<file path="config.mk">
export PLATFORM = sky130hd
export DESIGN_NAME = pid_steer_speed_scheduler_core
export DESIGN_NICKNAME = d
export VERILOG_FILES = /design/src/hw/rtl/pss_pkg.sv /design/src/hw/rtl/pid_steer_speed_scheduler_core.sv /design/src/hw/rtl/pss_div.sv
export SDC_FILE = /design/constraint.sdc
export NUM_CORES = 2
export LEC_CHECK = 0
export ABC_AREA = 1
export BUFFER_PORTS_ARGS = -buffer_cell sky130_fd_sc_hd__buf_2
export CORE_ASPECT_RATIO = 1.5
export CORE_MARGIN = 3
export CORE_UTILIZATION = 35
export CTS_CLUSTER_DIAMETER = 150
export DETAILED_ROUTE_END_ITERATION = 16
export GPL_TIMING_DRIVEN = 1
export PLACE_DENSITY = 0.5
export SLEW_MARGIN = 20
export SYNTH_ARGS = -nofsm -noshare
export SYNTH_HDL_FRONTEND = slang
export SYNTH_HIERARCHICAL = 1
export SYNTH_SLANG_ARGS = --single-unit
</file>
<file path="constraint.sdc">
create_clock -name clk -period 9.3 [get_ports clk]
set_input_delay 1.86 -clock clk [delete_from_list [all_inputs] [get_ports clk]]
set_output_delay 1.86 -clock clk [all_outputs]
set_load 0.01 [all_outputs]
</file>
<file path="src/hw/rtl/pss_pkg.sv">
// Shared types and constants of the PID steering speed scheduler.
package pss_pkg;

  // Width of the divider dividend and of its quotient.
  localparam int unsigned DivW  = 41;
  localparam int unsigned QuoW  = 26;

  // 180/pi in Q16.
  localparam logic [23:0] DegPerRadQ16 = 24'd3754937;
  localparam logic [37:0] ErrRound     = 38'd524288;

  // Integral and effort limits, Q8 degrees.
  localparam logic signed [23:0] IntegLimit  = 24'sd51200;
  localparam logic [23:0]        EffortSlow  = 24'd10240;
  localparam logic [23:0]        EffortReset = 24'd12800;
  localparam logic [23:0]        EffortPosMax = 24'd8388607;
  localparam logic [23:0]        EffortNegMax = 24'd8388608;

  // Gain scale factors applied when a tuning register is written.
  localparam logic [22:0] KpScale = 23'd80;
  localparam logic [22:0] KiScale = 23'd68;
  localparam logic [20:0] KdScale = 21'd17;

  // Rounding offsets added to the dividends, half of each divisor.
  localparam logic [DivW-1:0] PidRound   = 41'd17408000;
  localparam logic [DivW-1:0] SpeedRound = 41'd5120;

  // The divisor 34816000 is 2^14 * 2125 and 10240 is 2^11 * 5. Each quotient is a
  // right shift followed by a multiply with the scaled reciprocal of the odd part,
  // which is exact over the whole reachable dividend range.
  localparam int unsigned RecipNW        = 27;
  localparam int unsigned RecipW         = 29;
  localparam int unsigned PidPreShift    = 14;
  localparam int unsigned PidPostShift   = 40;
  localparam int unsigned SpeedPreShift  = 11;
  localparam int unsigned SpeedPostShift = 21;
  localparam logic [RecipW-1:0] PidRecip   = 29'd517417237;
  localparam logic [RecipW-1:0] SpeedRecip = 29'd419431;

  typedef enum logic [1:0] {
    REG_ULTIMATE_GAIN      = 2'd0,
    REG_OSCILLATION_PERIOD = 2'd1,
    REG_MIN_SPEED          = 2'd2,
    REG_MAX_SPEED          = 2'd3
  } pss_reg_t;

  typedef struct packed {
    logic            start;
    logic            pid_sel;
    logic [DivW-1:0] dividend;
  } pss_div_cmd_t;

  typedef struct packed {
    logic            done;
    logic [QuoW-1:0] quotient;
  } pss_div_rsp_t;

endpackage

</file>
<file path="src/hw/rtl/pid_steer_speed_scheduler_core.sv">
// Top level of the PID steering speed scheduler: sequencer, shared multiplier, divider.
//
//   channel  | handshake            | payload
//   ---------+----------------------+----------------------------------------------
//   input    | in_valid / in_ready  | turn_rate_rad
//   output   | out_valid / out_ready| steer_deg, speed_out, control_effort
//   config   | cfg_wr_en            | cfg_addr, cfg_data
//
// An item makes one pass through the divider for u, and a second pass for the speed
// when |u| is under 40 degrees and the speed is scaled; in_ready rises with out_valid.
// The sequencer steps through the multiply and sum states, then the divider for u
// and, when the speed is scaled, the divider again for the speed.
// Reset is synchronous and clears the tuning registers, out_valid, the integral and the previous error.
// A finished result waits in the output register while the next item is taken.
module pid_steer_speed_scheduler_core
  import pss_pkg::*;
(
  input  logic               clk,
  input  logic               rst,
  input  logic               in_valid,
  output logic               in_ready,
  input  logic signed [15:0] turn_rate_rad,
  output logic               out_valid,
  input  logic               out_ready,
  output logic signed [17:0] steer_deg,
  output logic        [15:0] speed_out,
  output logic signed [23:0] control_effort,
  input  logic               cfg_wr_en,
  input  logic         [1:0] cfg_addr,
  input  logic        [15:0] cfg_data
);

  typedef enum logic [3:0] {
    S_IDLE, S_MULERR, S_ERR, S_MULP, S_MULI, S_MULD, S_SUM, S_DIVABS,
    S_DIVSET, S_UDIV, S_UFIN, S_SCHED, S_SPDSET, S_SDIV, S_DONE
  } state_t;

  state_t state;

  // Tuning registers, held as scaled gains.
  logic [22:0] kp_coef;
  logic [22:0] ki_coef;
  logic [20:0] kd_coef;
  logic [15:0] min_speed;
  logic [15:0] max_speed;

  logic        [16:0] xmag;
  logic               x_neg;
  logic signed [47:0] prod;
  logic signed [51:0] acc;
  logic               u_neg;
  logic signed [17:0] err;
  logic signed [18:0] diff;
  logic signed [17:0] prev_err;
  logic signed [23:0] integ;
  logic signed [23:0] effort;
  logic        [23:0] effort_mag;
  logic        [15:0] speed;

  logic signed [23:0] mul_a;
  logic signed [23:0] mul_b;
  logic        [37:0] err_sum;
  logic        [17:0] err_q;
  logic signed [17:0] err_new;
  logic signed [23:0] integ_base;
  logic        [QuoW-1:0] qmag;

  pss_div_cmd_t div_cmd;
  pss_div_rsp_t div_rsp;

  pss_div u_div (
    .clk (clk),
    .rst (rst),
    .cmd (div_cmd),
    .rsp (div_rsp)
  );

  assign in_ready = (state == S_IDLE);

  always_ff @(posedge clk) begin
    if (rst) begin
      kp_coef   <= '0;
      ki_coef   <= '0;
      kd_coef   <= '0;
      min_speed <= '0;
      max_speed <= '0;
    end else if (cfg_wr_en) begin
      unique case (cfg_addr)
        REG_ULTIMATE_GAIN:      kp_coef <= 23'(cfg_data) * KpScale;
        REG_OSCILLATION_PERIOD: begin
          ki_coef <= 23'(cfg_data) * KiScale;
          kd_coef <= 21'(cfg_data) * KdScale;
        end
        REG_MIN_SPEED:          min_speed <= cfg_data;
        REG_MAX_SPEED:          max_speed <= cfg_data;
      endcase
    end
  end

  // Operand selection for the shared multiplier.
  always_comb begin
    unique case (state)
      S_MULERR: begin
        mul_a = DegPerRadQ16;
        mul_b = 24'(xmag);
      end
      S_MULP: begin
        mul_a = 24'(kp_coef);
        mul_b = 24'(err);
      end
      S_MULI: begin
        mul_a = 24'(ki_coef);
        mul_b = integ;
      end
      S_MULD: begin
        mul_a = 24'(kd_coef);
        mul_b = 24'(diff);
      end
      S_SCHED: begin
        mul_a = 24'(max_speed);
        mul_b = EffortSlow - effort_mag;
      end
      default: begin
        mul_a = '0;
        mul_b = '0;
      end
    endcase
  end

  // The error is the negated, rounded degree value of the command.
  assign err_sum    = prod[37:0] + ErrRound;
  assign err_q      = err_sum[37:20];
  assign err_new    = x_neg ? $signed(err_q) : -$signed(err_q);
  assign integ_base = (integ > IntegLimit || integ < -IntegLimit) ? '0 : integ;
  assign qmag       = div_rsp.quotient;

  always_comb begin
    div_cmd.start   = (state == S_DIVSET) || (state == S_SPDSET);
    div_cmd.pid_sel = (state == S_DIVSET);
    if (state == S_DIVSET) begin
      div_cmd.dividend = acc[DivW-1:0] + PidRound;
    end else begin
      div_cmd.dividend = prod[DivW-1:0] + SpeedRound;
    end
  end

  always_ff @(posedge clk) begin
    prod <= mul_a * mul_b;
    if (rst) begin
      state     <= S_IDLE;
      out_valid <= 1'b0;
      integ     <= '0;
      prev_err  <= '0;
    end else begin
      // A result loaded in S_DONE keeps out_valid high over a transfer in the same cycle.
      if (out_valid && out_ready && state != S_DONE) begin
        out_valid <= 1'b0;
      end
      unique case (state)
        S_IDLE: begin
          if (in_valid) begin
            x_neg <= turn_rate_rad[15];
            xmag  <= turn_rate_rad[15] ? 17'(-17'(turn_rate_rad)) : 17'(turn_rate_rad);
            state <= S_MULERR;
          end
        end
        S_MULERR: state <= S_ERR;
        S_ERR: begin
          err      <= err_new;
          diff     <= 19'(err_new) - 19'(prev_err);
          prev_err <= err_new;
          integ    <= integ_base + 24'(err_new);
          state    <= S_MULP;
        end
        S_MULP: state <= S_MULI;
        S_MULI: begin
          acc   <= 52'(prod);
          state <= S_MULD;
        end
        S_MULD: begin
          acc   <= acc + 52'(prod);
          state <= S_SUM;
        end
        S_SUM: begin
          acc   <= acc + 52'(prod);
          state <= S_DIVABS;
        end
        S_DIVABS: begin
          // Divide the magnitude and put the sign back afterwards.
          u_neg <= acc[51];
          acc   <= acc[51] ? -acc : acc;
          state <= S_DIVSET;
        end
        S_DIVSET: state <= S_UDIV;
        S_UDIV: begin
          if (div_rsp.done) begin
            state <= S_UFIN;
          end
        end
        S_UFIN: begin
          if (u_neg) begin
            if (qmag >= 26'(EffortNegMax)) begin
              effort     <= $signed(EffortNegMax);
              effort_mag <= EffortNegMax;
            end else begin
              effort     <= -$signed(qmag[23:0]);
              effort_mag <= qmag[23:0];
            end
          end else begin
            if (qmag > 26'(EffortPosMax)) begin
              effort     <= $signed(EffortPosMax);
              effort_mag <= EffortPosMax;
            end else begin
              effort     <= $signed(qmag[23:0]);
              effort_mag <= qmag[23:0];
            end
          end
          state <= S_SCHED;
        end
        S_SCHED: begin
          if (effort_mag < EffortSlow) begin
            state <= S_SPDSET;
          end else begin
            speed <= min_speed;
            if (effort_mag > EffortReset) begin
              integ <= '0;
            end
            state <= S_DONE;
          end
        end
        S_SPDSET: state <= S_SDIV;
        S_SDIV: begin
          if (div_rsp.done) begin
            speed <= qmag[15:0];
            state <= S_DONE;
          end
        end
        S_DONE: begin
          if (!out_valid || out_ready) begin
            steer_deg      <= err;
            speed_out      <= speed;
            control_effort <= effort;
            out_valid      <= 1'b1;
            state          <= S_IDLE;
          end
        end
        default: state <= S_IDLE;
      endcase
    end
  end

`ifndef ASSERT_OFF
  a_div_done_expected: assert property (@(posedge clk) disable iff (rst)
    div_rsp.done |-> (state == S_UDIV || state == S_SDIV))
    else $error("divider finished while the sequencer was not waiting");

  a_integ_bounded: assert property (@(posedge clk) disable iff (rst)
    (integ <= 24'sd168542 && integ >= -24'sd168542))
    else $error("integral sum left its reachable range");

  a_effort_mag: assert property (@(posedge clk) disable iff (rst)
    (state == S_SCHED) |-> ((effort[23] ? 24'(-effort) : 24'(effort)) == effort_mag))
    else $error("effort magnitude does not match the signed effort");

  a_result_loaded: assert property (@(posedge clk) disable iff (rst)
    (state == S_DONE && (!out_valid || out_ready)) |=> (out_valid && state == S_IDLE))
    else $error("finished result was not presented");
`endif

endmodule

</file>
<file path="src/hw/rtl/pss_div.sv">
// Constant divider by reciprocal multiplication; registers num, then prod and done.
module pss_div
  import pss_pkg::*;
(
  input  logic         clk,
  input  logic         rst,
  input  pss_div_cmd_t cmd,
  output pss_div_rsp_t rsp
);

  logic                      busy;
  logic                      done;
  logic                      pid_sel;
  logic [RecipNW-1:0]        num;
  logic [RecipW-1:0]         recip;
  logic [RecipNW+RecipW-1:0] prod;

  assign recip = pid_sel ? PidRecip : SpeedRecip;

  always_ff @(posedge clk) begin
    if (rst) begin
      busy <= 1'b0;
      done <= 1'b0;
    end else begin
      done <= 1'b0;
      if (cmd.start) begin
        busy    <= 1'b1;
        pid_sel <= cmd.pid_sel;
        num     <= cmd.pid_sel ? RecipNW'(cmd.dividend >> PidPreShift)
                               : RecipNW'(cmd.dividend >> SpeedPreShift);
      end else if (busy) begin
        prod <= num * recip;
        busy <= 1'b0;
        done <= 1'b1;
      end
    end
  end

  assign rsp.done     = done;
  assign rsp.quotient = pid_sel ? QuoW'(prod >> PidPostShift)
                                : QuoW'(prod >> SpeedPostShift);

endmodule

</file>
After elaboration in Yosys (flattened, before gate mapping)
Cells that the tools add are included.
{ "totals": {"latchBits": 0, "word_cells": 140, "ramBits": 0, "register_bits": 504, "inputBits": 39, "memories": 0, "mem_bits_ro": 0} }
{ "classes": {"n_div": 0, "eq_ne": 25, "mux": 33, "n_mul": 5, "shift": 0, "reduce_logical": 29, "n_bitwise": 2, "n_addsub": 11, "magnitude_cmp": 6} }
{ "ops": {"columns": ["operator", "count"], "rows": [
  ["24-bit 2-to-1 mux", 8],
  ["52-bit one-hot mux with 3 select lines", 1],
  ["24-bit one-hot mux with 5 select lines", 1],
  ["23-bit one-hot mux with 5 select lines", 1],
  ["4-bit one-hot mux with 15 select lines", 1],
  ["27-bit by 29-bit multiplier with 56-bit output", 1],
  ["52-bit by 48-bit adder with 52-bit output", 1],
  ["52-bit 2-to-1 mux", 1],
  ["52-bit negation", 1],
  ["24-bit by 24-bit multiplier with 48-bit output", 1],
  ["24-bit one-hot mux with 2 select lines", 1],
  ["16-bit by 5-bit multiplier with 21-bit output (second input constant)", 2],
  ["41-bit by 13-bit adder with 41-bit output (second input constant)", 1],
  ["41-bit by 25-bit adder with 41-bit output (second input constant)", 1],
  ["41-bit 2-to-1 mux", 1],
  ["38-bit by 20-bit adder with 38-bit output (second input constant)", 1],
  ["16-bit 2-to-1 mux", 2],
  ["16-bit one-hot mux with 2 select lines", 1],
  ["29-bit 2-to-1 mux", 1],
  ["4-bit == test (second input constant)", 7],
  ["27-bit 2-to-1 mux", 1],
  ["26-bit by 24-bit greater-or-equal comparator with 1-bit output (second input constant)", 1],
  ["26-bit by 23-bit greater-than comparator with 1-bit output (second input constant)", 1],
  ["26-bit 2-to-1 mux", 1],
  ["36 further kinds", 72]
]} }

Depth between registers and ports, before layout
{ "depth": {"ltp_word": 5, "ltp_mapped": 40, "mapped_depth_nobuf": 39} }

Modules after synthesis
Netlist, hierarchy kept.
{ "by_module_without_submodules": {"columns": ["module", "area_per_inst_um2", "n_inst", "seq_area_each_um2", "cells_each"], "rows": [
  ["pid_steer_speed_scheduler_core", 45432.3, 1, 10219.8, 5855],
  ["pss_div", 21498.1, 1, 1931.9, 2447]
]} }

Least setup slack after synthesis
Ideal clock, no wire load.
{ "synth_timing": {"path_type": "register -> register", "from": "register effort[0]", "to": "register, netlist name prod[45]", "setup_slack_ns": 1.906, "synth_period_minus_slack_ns": 7.394, "arrival_time_ns": 7.269, "stages_incl_launch_ff": 37, "path_buffers": 0, "path_cell_list": "edfxtp_1 > inv_1 > ha_1 > nand3_2 > nor2_1 > nand2_1 > inv_2 > nand4_2 > o21ai_2 > nand2_1 > nor4_1 > nand2_1 > nand3_1 > nand2_2 > inv_2 > nor2_1 > fa_1 > inv_1 > fa_1 > inv_1 > fa_1 > fa_1 > fa_1 > fa_1 > inv_1 > fa_1 > inv_1 > ha_1 > nand2_1 > nor2_1 > nand2_1 > o21ai_0 > inv_1 > o21a_1 > o21ai_0 > a31oi_1 > xor2_1"} }
{ "synth_lines": {"columns": ["element", "line_no", "source"], "rows": [
  ["from (decl)", "pid_steer_speed_scheduler_core.sv:56", "logic signed [23:0] effort;"],
  ["from (signal assigned)", "pid_steer_speed_scheduler_core.sv:203", "effort <= $signed(EffortNegMax);"],
  ["from (signal assigned)", "pid_steer_speed_scheduler_core.sv:206", "effort <= -$signed(qmag[23:0]);"],
  ["from (signal assigned)", "pid_steer_speed_scheduler_core.sv:211", "effort <= $signed(EffortPosMax);"]
]} }

==> impl_metrics.env <==
export IMPL_outcome="finished clean"
export IMPL_p_int_w=0.005554
export IMPL_combPwrFrac=0.556
export IMPL_overflow=0
export IMPL_gp_congestion=0.9940
export IMPL_maxSlewViolCount=0
export IMPL_crit_required_ps=9870
export IMPL_vdd_ir_drop_max_mv=0.1511
export IMPL_crit_family="adder cells"
export IMPL_path_buf_inv=10
export IMPL_postCtsSetupBuffers=0
export IMPL_slew_headroom=0.2495
export IMPL_cts_sinks=461
export IMPL_areaGrowthSynthToFinish_pct=8.312
export IMPL_power_density_mw_per_mm2=151.1
export IMPL_die_h_um=541.2
export IMPL_rsz0062_at_grt="false"
export IMPL_initial_utilization=0.3534
export IMPL_num_io_pins=99
export IMPL_grt_pass1_vias=58430
export IMPL_power_switching_w=0.005385
export IMPL_endpoint_kind="flip-flop"
export IMPL_hold_path_class="flip-flop to flip-flop"
export IMPL_ctsLongestPathBuffers=3
export IMPL_r2r_end="prod[45]$_DFF_P_"
export IMPL_fmax_mhz=112.9
export IMPL_hpwl_um=215600
export IMPL_setup_slack_ps=443.0
export IMPL_cts_htree_levels=2
export IMPL_arrival_ps=9430
export IMPL_routed_wl_um=251900
export IMPL_seq_power_share=0.250
export IMPL_clockRootBuffer="clkbuf_16"
export IMPL_syn_area_sq_mm=0.06683
export IMPL_antenna_found_initial=3
export IMPL_tns_ps=0
export IMPL_most_common_layout_cells="1924 x inv_1, 1415 x nand2_1, 922 x fa_1, 726 x nor2_1, 645 x ha_1"
export IMPL_min_path_cells=0
export IMPL_cts_made_buffers=51
export IMPL_core_sq_mm=0.1891
export IMPL_critPathSlowestCell="fa_1"
export IMPL_maxCapViolations=0
export IMPL_whs_endpoint="speed_out[15]$_DFFE_PP_"
export IMPL_placed_area_sq_mm=0.07066
export IMPL_cts_hold_fix_buffers=0
export IMPL_cts_tree="built"
export IMPL_synthesis_instances=8279
export IMPL_num_vias=55470
export IMPL_crit_fanout=32
export IMPL_first_iter_violations=3748
export IMPL_ff2ff_path_depth=32
export IMPL_clkTransAtPathRegs_ps=70
export IMPL_grt_pass1_wl_um=371900
export IMPL_whs_ps=410.5
export IMPL_rows=195
export IMPL_final_common_cell="inv_1"
export IMPL_post_drt_wl_per_cell_um=23.10
export IMPL_finClkSkew_ps=92.14
export IMPL_period_needed_ps=8857
export IMPL_track_usage=0.2556
export IMPL_setup_viol=0
export IMPL_drive_gt1_frac=0.06065
export IMPL_fin_crit_sh=0.9524
export IMPL_rrSetupSlack_ps=440
export IMPL_path_class="flip-flop to flip-flop"
export IMPL_worstMarginPinSlew_ps=1124
export IMPL_timing_rr_start="state[1]$_SDFFE_PP0P_"
export IMPL_slowest_delay_ps=550
export IMPL_yosysWarnings=6
export IMPL_ant_nets=0
export IMPL_synth_avg_cell_area_sq_um=8.072
export IMPL_switching_share=0.4923
export IMPL_hold_viol=0
export IMPL_portBuffers=98
export IMPL_design_area_sq_mm=0.07239
export IMPL_clock_latency_ps=690
export IMPL_nets=10010
export IMPL_die_area_sq_mm=0.1963
export IMPL_post_place_ws_ps=395.5
export IMPL_drc=0
export IMPL_die_w_um=362.8
export IMPL_p_clk_frac=0.194
export IMPL_grt_max_degree=68
export IMPL_dr_pass1_iters=6
export IMPL_hp_start="speed[15]$_DFFE_PP_"
export IMPL_p_leak_nw=35.44
export IMPL_via_per_inst=5.086
export IMPL_setup_worst_path_start_class="flip-flop"
export IMPL_post_route_util=0.3828
[layout make-up]
cell class	count	area, sq um
fill	19680	116700
multi-input combinational	5701	46650
sequential	461	12150
inverter	1970	7401
tap	2462	3080
clock buffer	66	1394
timing repair buffer	214	1374
clock inverter	30	327.8
antenna	2	5.005
[routing by layer]
layer	track usage	part of all wire	up-vias
met1	0.2873	0.37	27430
met5	0	0	-
met3	0.02131	0.039	512
met4	0.1498	0.070	0
li1	-	-	25970
met2	0.4692	0.52	1556
[power groups by stage]
stage | clock [W] | combinational (W) | sequential, W
2_1_floorplan | 0 | 0.00387 | 0.00258
3_3_place_gp | 0 | 0.00612 | 0.00277
3_5_place_dp | 0 | 0.00610 | 0.00277
4_1_cts | 0.00219 | 0.00615 | 0.00273
5_1_grt | 0.00224 | 0.00673 | 0.00273
6_report | 0.00213 | 0.00608 | 0.00273
[worst max path at each step]
| stage | startpoint | to | cells after the start |
|---|---|---|---|
| after floorplan | effort[0]$_DFFE_PP_ | prod[45]$_DFF_P_ | 36 |
| after global placement | state[1]$_SDFFE_PP0P_ | prod[45]$_DFF_P_ | 32 |
| after detailed placement | state[1]$_SDFFE_PP0P_ | prod[45]$_DFF_P_ | 32 |
| after CTS | state[1]$_SDFFE_PP0P_ | prod[45]$_DFF_P_ | 32 |
| after global routing | effort[0]$_DFFE_PP_ | prod[44]$_DFF_P_ | 36 |
| final | state[1]$_SDFFE_PP0P_ | prod[45]$_DFF_P_ | 32 |
[per-stage QoR]
step | std cells | total power, W
finish | 10910 | 0.01094
global route | 10910 | 0.01171
CTS | 10900 | 0.01106
detailed placement | 10810 | 0.008874
global placement | 10810 | 0.008889
floorplan | 8322 | 0.006453
[flip-flops by register name (all words and copies together), names as in the netlist, 4 cells and up]
register and flops:
steer_deg 18, kd_coef 21, effort_mag 23, speed_out 16, prev_err 18, u_div/prod 35
state 4, integ 24, acc 52, prod 48, xmag 17, control_effort 24
speed 16, min_speed 16, max_speed 16, diff 19, kp_coef 19, effort 24
err 18, u_div/num 27
[timing repair]
| item | 4_1_cts | 5_1_grt |
|---|---|---|
| hold endpoints to repair | 0 | 0 |
| endpoints found under the setup margin | 0 | 2 |
| gates resized for setup | 0 | 1 |
Power figures use the tool's default switching activity.
